[config.mk]
export PLATFORM = sky130hd
export DESIGN_NAME = bmns_controller
export DESIGN_NICKNAME = d
export VERILOG_FILES = /design/src/hw/rtl/bmns_pkg.sv /design/src/hw/rtl/bmns_controller.sv
export SDC_FILE = /design/constraint.sdc
export NUM_CORES = 1
export LEC_CHECK = 0
export BUFFER_PORTS_ARGS = -buffer_cell sky130_fd_sc_hd__buf_2
export CORE_AREA = 3 3 45 55
export CTS_CLUSTER_SIZE = 8
export DETAILED_ROUTE_END_ITERATION = 10
export DIE_AREA = 0 0 48 58
export PLACE_DENSITY = 0.78
export SLEW_MARGIN = 20
export SYNTH_ARGS = -nofsm -noshare
export SYNTH_HDL_FRONTEND = slang
export SYNTH_SLANG_ARGS = --single-unit
[constraint.sdc]
create_clock -name i_clk -period 2.9 [get_ports i_clk]
set_clock_uncertainty 0.15 [all_clocks]
set_input_delay 0.29 -clock i_clk [delete_from_list [all_inputs] [get_ports i_clk]]
set_output_delay 0.29 -clock i_clk [all_outputs]
set_load 0.02 [all_outputs]
[src/hw/rtl/bmns_pkg.sv]
package bmns_pkg;

    localparam int UW          = 15;
    localparam int UNIFORM_MAX = 32767;
    localparam int DW          = 32;

    typedef logic [4:0] t_op;

    localparam t_op OP_NOP      = 5'd0;
    localparam t_op OP_LOAD     = 5'd1;
    localparam t_op OP_UNI_MUL  = 5'd2;
    localparam t_op OP_UNI_FIN  = 5'd3;
    localparam t_op OP_PEND     = 5'd4;
    localparam t_op OP_SIG_MUL  = 5'd5;
    localparam t_op OP_SIG_FIN  = 5'd6;
    localparam t_op OP_LOG      = 5'd7;
    localparam t_op OP_LN_SUB   = 5'd8;
    localparam t_op OP_LN_MUL   = 5'd9;
    localparam t_op OP_SQ_INIT  = 5'd10;
    localparam t_op OP_SQ       = 5'd11;
    localparam t_op OP_ANG_PREP = 5'd12;
    localparam t_op OP_ANG_MUL  = 5'd13;
    localparam t_op OP_X_SET    = 5'd14;
    localparam t_op OP_X2_MUL   = 5'd15;
    localparam t_op OP_X2_SET   = 5'd16;
    localparam t_op OP_T_MUL    = 5'd17;
    localparam t_op OP_T_REC    = 5'd18;
    localparam t_op OP_T_COR    = 5'd19;
    localparam t_op OP_SIN_MUL  = 5'd20;
    localparam t_op OP_SIN_SET  = 5'd21;
    localparam t_op OP_Z0_MUL   = 5'd22;
    localparam t_op OP_Z0_SET   = 5'd23;
    localparam t_op OP_Z1_MUL   = 5'd24;
    localparam t_op OP_Z1_SET   = 5'd25;

    // last step index of each iterative phase
    localparam logic [4:0] LOG_LAST = 5'd27;
    localparam logic [4:0] SQ_LAST  = 5'd31;
    localparam logic [4:0] SIN_LAST = 5'd3;
    localparam logic [4:0] COS_LAST = 5'd8;

    localparam logic [1:0] CFG_MODE   = 2'd0;
    localparam logic [1:0] CFG_MEAN   = 2'd1;
    localparam logic [1:0] CFG_SPREAD = 2'd2;

    typedef struct packed {
        t_op        op;
        logic [4:0] idx;
    } t_cmd;

    typedef struct packed {
        logic pending;
        logic reject;
        logic out_free;
    } t_status;

endpackage

[src/hw/rtl/bmns_controller.sv]
module bmns_controller
    import bmns_pkg::*;
(
    input  logic    i_clk,
    input  logic    i_rst_n,
    input  logic    i_in_valid,
    output logic    o_in_ready,
    input  logic    i_mode,
    input  t_status i_status,
    output t_cmd    o_cmd
);

    localparam logic [4:0] S_IDLE     = 5'd0;
    localparam logic [4:0] S_DECIDE   = 5'd1;
    localparam logic [4:0] S_UNI_MUL  = 5'd2;
    localparam logic [4:0] S_UNI_FIN  = 5'd3;
    localparam logic [4:0] S_PEND     = 5'd4;
    localparam logic [4:0] S_SIG_MUL  = 5'd5;
    localparam logic [4:0] S_SIG_FIN  = 5'd6;
    localparam logic [4:0] S_LOG      = 5'd7;
    localparam logic [4:0] S_LN_SUB   = 5'd8;
    localparam logic [4:0] S_LN_MUL   = 5'd9;
    localparam logic [4:0] S_SQ_INIT  = 5'd10;
    localparam logic [4:0] S_SQ       = 5'd11;
    localparam logic [4:0] S_ANG_PREP = 5'd12;
    localparam logic [4:0] S_ANG_MUL  = 5'd13;
    localparam logic [4:0] S_X_SET    = 5'd14;
    localparam logic [4:0] S_X2_MUL   = 5'd15;
    localparam logic [4:0] S_X2_SET   = 5'd16;
    localparam logic [4:0] S_T_MUL    = 5'd17;
    localparam logic [4:0] S_T_REC    = 5'd18;
    localparam logic [4:0] S_T_COR    = 5'd19;
    localparam logic [4:0] S_SIN_MUL  = 5'd20;
    localparam logic [4:0] S_SIN_SET  = 5'd21;
    localparam logic [4:0] S_Z0_MUL   = 5'd22;
    localparam logic [4:0] S_Z0_SET   = 5'd23;
    localparam logic [4:0] S_Z1_MUL   = 5'd24;
    localparam logic [4:0] S_Z1_SET   = 5'd25;

    logic [4:0] r_state;
    logic [4:0] n_state;
    logic [4:0] r_cnt;
    logic [4:0] n_cnt;

    always_comb begin
        n_state   = r_state;
        n_cnt     = r_cnt;
        o_cmd.op  = OP_NOP;
        o_cmd.idx = r_cnt;
        case (r_state)
            S_IDLE: begin
                if (i_in_valid) begin
                    o_cmd.op = OP_LOAD;
                    n_state  = S_DECIDE;
                end
            end
            S_DECIDE: begin
                if (i_mode) begin
                    n_state = S_UNI_MUL;
                end else if (i_status.pending) begin
                    n_state = S_PEND;
                end else if (i_status.reject) begin
                    n_state = S_IDLE;
                end else begin
                    n_state = S_LOG;
                    n_cnt   = '0;
                end
            end
            S_UNI_MUL: begin
                o_cmd.op = OP_UNI_MUL;
                n_state  = S_UNI_FIN;
            end
            S_UNI_FIN: begin
                if (i_status.out_free) begin
                    o_cmd.op = OP_UNI_FIN;
                    n_state  = S_IDLE;
                end
            end
            S_PEND: begin
                o_cmd.op = OP_PEND;
                n_state  = S_SIG_MUL;
            end
            S_SIG_MUL: begin
                o_cmd.op = OP_SIG_MUL;
                n_state  = S_SIG_FIN;
            end
            S_SIG_FIN: begin
                if (i_status.out_free) begin
                    o_cmd.op = OP_SIG_FIN;
                    n_state  = S_IDLE;
                end
            end
            S_LOG: begin
                o_cmd.op = OP_LOG;
                n_cnt    = r_cnt + 5'd1;
                if (r_cnt == LOG_LAST) n_state = S_LN_SUB;
            end
            S_LN_SUB: begin
                o_cmd.op = OP_LN_SUB;
                n_state  = S_LN_MUL;
            end
            S_LN_MUL: begin
                o_cmd.op = OP_LN_MUL;
                n_state  = S_SQ_INIT;
            end
            S_SQ_INIT: begin
                o_cmd.op = OP_SQ_INIT;
                n_cnt    = '0;
                n_state  = S_SQ;
            end
            S_SQ: begin
                o_cmd.op = OP_SQ;
                n_cnt    = r_cnt + 5'd1;
                if (r_cnt == SQ_LAST) n_state = S_ANG_PREP;
            end
            S_ANG_PREP: begin
                o_cmd.op = OP_ANG_PREP;
                n_state  = S_ANG_MUL;
            end
            S_ANG_MUL: begin
                o_cmd.op = OP_ANG_MUL;
                n_state  = S_X_SET;
            end
            S_X_SET: begin
                o_cmd.op = OP_X_SET;
                n_state  = S_X2_MUL;
            end
            S_X2_MUL: begin
                o_cmd.op = OP_X2_MUL;
                n_state  = S_X2_SET;
            end
            S_X2_SET: begin
                o_cmd.op = OP_X2_SET;
                n_cnt    = '0;
                n_state  = S_T_MUL;
            end
            S_T_MUL: begin
                o_cmd.op = OP_T_MUL;
                n_state  = S_T_REC;
            end
            S_T_REC: begin
                o_cmd.op = OP_T_REC;
                n_state  = S_T_COR;
            end
            S_T_COR: begin
                o_cmd.op = OP_T_COR;
                n_cnt    = r_cnt + 5'd1;
                if (r_cnt == SIN_LAST) n_state = S_SIN_MUL;
                else if (r_cnt == COS_LAST) n_state = S_Z0_MUL;
                else n_state = S_T_MUL;
            end
            S_SIN_MUL: begin
                o_cmd.op = OP_SIN_MUL;
                n_state  = S_SIN_SET;
            end
            S_SIN_SET: begin
                o_cmd.op = OP_SIN_SET;
                n_state  = S_T_MUL;
            end
            S_Z0_MUL: begin
                o_cmd.op = OP_Z0_MUL;
                n_state  = S_Z0_SET;
            end
            S_Z0_SET: begin
                o_cmd.op = OP_Z0_SET;
                n_state  = S_Z1_MUL;
            end
            S_Z1_MUL: begin
                o_cmd.op = OP_Z1_MUL;
                n_state  = S_Z1_SET;
            end
            S_Z1_SET: begin
                o_cmd.op = OP_Z1_SET;
                n_state  = S_SIG_MUL;
            end
            default: n_state = S_IDLE;
        endcase
    end

    assign o_in_ready = (r_state == S_IDLE);

    always_ff @(posedge i_clk) begin
        if (!i_rst_n) begin
            r_state <= S_IDLE;
            r_cnt   <= '0;
        end else begin
            r_state <= n_state;
            r_cnt   <= n_cnt;
        end
    end

endmodule

# Yosys cells after proc, flatten, opt, wreduce, memory -nomap -nowiden
# Cells that the tools add are included.
# op_classes
n_addsub	1
n_eq_ne	36
mux	18
reduce_logical	9
# ops
cell	count
5-bit one-hot mux with 25 select lines	1
5-bit one-hot mux with 23 select lines	1
5-bit == test, second input constant	12
5-bit by 4-bit == test with 1-bit output, second input constant	9
5-bit 2-to-1 mux	7
5-bit by 3-bit == test with 1-bit output, second input constant	4
3-bit 2-to-1 mux	6
5-bit by 2-bit == test with 1-bit output, second input constant	3
5-bit one-hot mux with 3 select lines	1
2-bit != test, second input constant	6
4-bit AND reduction	2
2-bit OR reduction	4
5-bit by 1-bit adder with 5-bit output, second input constant	1
5-bit by 1-bit == test with 1-bit output, second input constant	1
5-bit logical NOT	1
3-bit nonzero test	1
3-bit OR reduction	1
2-bit 2-to-1 mux	1
2-bit by 1-bit != test with 1-bit output, second input constant	1
1-bit 2-to-1 mux	1
# word_totals
regBits	10
in_bits	7
output_inout_bits	11
word_cells	66

# Logic depth before layout (Yosys ltp)
# logic_depth
ltp_word	4
ltp_mapped	7
depth_no_buf	7

# Worst setup path after synthesis
# OpenSTA, ideal clock, no wires.
# synth_timing
kind	flip-flop to flip-flop
from	register r_cnt[0]
to	register r_state[0]
setup_ns	0.117
arrival_time_ns	1.876
t_required_ns	2.633
path_slack_ns	0.757
path_stages_with_launch	8
n_path_buf	0
period_less_slack_ns	2.143
path_cell_list	dfxtp_1 > ha_1 > and3_1 > ha_1 > nor4b_1 > a2111o_1 > a211oi_2 > a32o_2
# synth_via
elab_chain_len	4
word_cells_on_any_way	10
cone_classes	eq/ne: 6; mux: 3; reduce/logical: 1
# synth_lines
item	line	rtl
start, declared	bmns_controller.sv:42	logic [4:0] r_cnt;
start signal, assigned	bmns_controller.sv:188	r_cnt <= n_cnt;
5-bit by 4-bit == test with 1-bit output	bmns_controller.sv:149	else if (r_cnt == COS_LAST) n_state = S_Z0_MUL;
3-bit 2-to-1 mux	bmns_controller.sv:149	
3-bit 2-to-1 mux	bmns_controller.sv:148	if (r_cnt == SIN_LAST) n_state = S_SIN_MUL;
5-bit one-hot mux with 23 select lines	bmns_controller.sv:50	case (r_state)
end signal, assigned	bmns_controller.sv:187	r_state <= n_state;
end, declared	bmns_controller.sv:40	logic [4:0] r_state;
# Parallel ways exist; a longest one is shown, timed or not.
# A chain may end at the register's enable or synchronous reset.

# Final worst setup path
# layout_timing
from	register r_state[2]
to	register r_state[2]
# layout_via
elab_chain_len	4
word_cells_on_any_way	35
cone_classes	eq/ne: 29; mux: 1; reduce/logical: 5
# layout_lines
item	line
5-bit by 3-bit == test with 1-bit output or 5-bit by 2-bit == test with 1-bit output (tied branches)	bmns_controller.sv:50
2-bit OR reduction (no line)	--
2-bit by 1-bit != test with 1-bit output (no line)	--
4-bit AND reduction (no line)	--
# Parallel ways exist; a longest one is shown, timed or not.

==> results.ini <==
[synthesis]
synth_enable_flop_cells = 0
synth_nets = 142
yosys_register_bits = 10
synth_warnings = 0
synthesis.instances = 132
ys.flop_type = dfxtp_1
ys_seq_area_share_pct = 20.6
synth.distinct_cells = 47
synthesis.area_um2 = 971
synth_area_per_cell_um2 = 7.36
synthArstFlopShare_pct = 0

[final_layout]
seq_area_um2 = 200
final_util_pct = 53.0
num-nets-final = 155
syn_to_final_growth_pct = 10.6
stdcell_area_um2 = 1070
multiInputGateArea_um2 = 689
diodes = 0
final_cell_mix = 17 x buf_2, 12 x nor2_1, 11 x nand2_1
nFillCells = 212
final_common_cell = buf_2
layout-drive-gt1-share_pct = 21.5

[worst_setup_path]
critPathKind = reg2reg
crit_chain = nand2b_1 > a21oi_1 > a2111o_1 > a211oi_2 > a32o_2
rrSetupSlack_ps = 550
path_buf_inv = 0
path_delay_family = compound AO/OA/AOI/OAI gates
critPathMaxFanout = 23
cp_slowest_cell = dfxtp_1
reg2reg_depth = 5
critical_path_required_ps = 2960
startpoint_type = register
max_stage_delay_ps = 780
cp-end-kind = register
arrival_ps = 2410
worstSetupPathDepth = 5

[sta]
fmax_ghz = 0.425
drv_slew = 0
worst_pin_slew_ps = 715
grt_setup_unrepaired = no
finalWorstSetupSlack_ps = 548
slew_headroom_pct = 52.3
final_hold_viol_count = 0
tns_ps = 0
fin_crit_ps = 2350
fin_crit_sh_pct = 81.1
setup_viol = 0

[detailed_routing]
first_pass_iters = 4
avgViaCountPerCell = 6.41
totalWireLength_mm = 2.58
vias = 1052
wl_per_cell_um = 15.7
ant_nets = 0
first_iter_violations = 50
drcViolationCount = 0

[pwr]
p_per_area_nw_per_um2 = 570
p_leak_uw = 0.000449
ir_drop_mv = 0.408

[clocking]
clk_pin_slew_ps = 70
root_buffer = clkbuf_4
cts_inserted_buffers = 3
postCtsSetupRepairBufs = 0
clkLatencyLatePin_ps = 260
cts.sinks = 10
cts_buffer_depth = 2
htreeDepth = 1
cts_hold_buffers = 0
cts_tree = done
cts_resized = 0

[die]
fp.dieArea_um2 = 2780
pin_count = 18
die_w_um = 48
core_area_um2 = 2030
die_y_um = 58
start_util_pct = 47.9
rows = 18

[global_routing]
grt_pass1_wl_mm = 4.30
grt_pass1_vias = 967
grt_usage_pct = 20.9
antenna_found_initial = 0
overflow = 0
grt_max_degree = 24

[place]
dp_hpwl_mm = 1.93
dp_slack_ps = 600
port_buffers = 17
placed_area_um2 = 1040
gp_congestion = 0.948

[min_path]
hp-class = in2reg
hold_path_depth = 2

[job]
drv_cap = 0

[outcome]
outcome = finished clean

## layout make-up
class	count	share of cell area, %
Tap cell	20	2.33
Inverter	4	1.40
Multi-Input combinational cell	106	64.2
Timing Repair Buffer	20	10.0
Clock buffer	4	3.38
Sequential cell	10	18.6
## synthesized netlist by cell type, drive strengths merged, types with 4 or more instances
cell type,number,share of area (%)
nor2,12,4.6
o21a,4,3.1
dfxtp,10,21
o22ai,4,2.6
a21oi,7,3.6
o21ai,7,3.6
nor2b,6,3.9
buf,9,5.7
inv,4,1.5
nand2,11,4.3
a211oi,4,3.6
nand2b,5,3.2
## power by group
part | internal, uW | switching [uW] | leakage [uW]
sequential | 150 | 42.4 | 0.0000810
clock | 76.2 | 49.4 | 0.0000210
combinational | 126 | 168 | 0.000347
## final timing paths
check                                from                       to
setup / recovery  r_state[2]$_SDFFE_PN0P_  r_state[2]$_SDFFE_PN0P_
hold / removal                    i_rst_n  r_state[3]$_SDFFE_PN0P_
setup reg to reg  r_state[2]$_SDFFE_PN0P_  r_state[2]$_SDFFE_PN0P_
hold reg to reg     r_cnt[3]$_SDFFE_PN0P_    r_cnt[3]$_SDFFE_PN0P_
## sequential cells by signal, summed over array words and instances (netlist names)
register and cells:
r_state 5, r_cnt 5
## logic make-up after synthesis
kind of cell    after synthesis  share of synthesized area (%)
xor+xnor                      3                           2.71
buf+inv                      16                           8.38
flops                        10                           20.6
fa+ha+maj                     3                           3.87
compound gates               48                           35.4
simple gates                 52                           29.0
## through the flow
stage,instances,total power (uW),hold slack [ps]
4_1_cts,164,609,205
6_report,164,612,210
3_3_place_gp,160,480,377
2_1_floorplan,132,426,445
5_1_grt,164,654,220
3_5_place_dp,160,484,400
## layer usage
metal	wire length [um]	vias to the layer above	global-route usage, %
met1	1170	496	27.7
li1	-	513	-
met5	0	-	0
met3	101	8	1.24
met2	1240	35	33.6
met4	65	0	9.23
(Power assumes the default switching activity.)
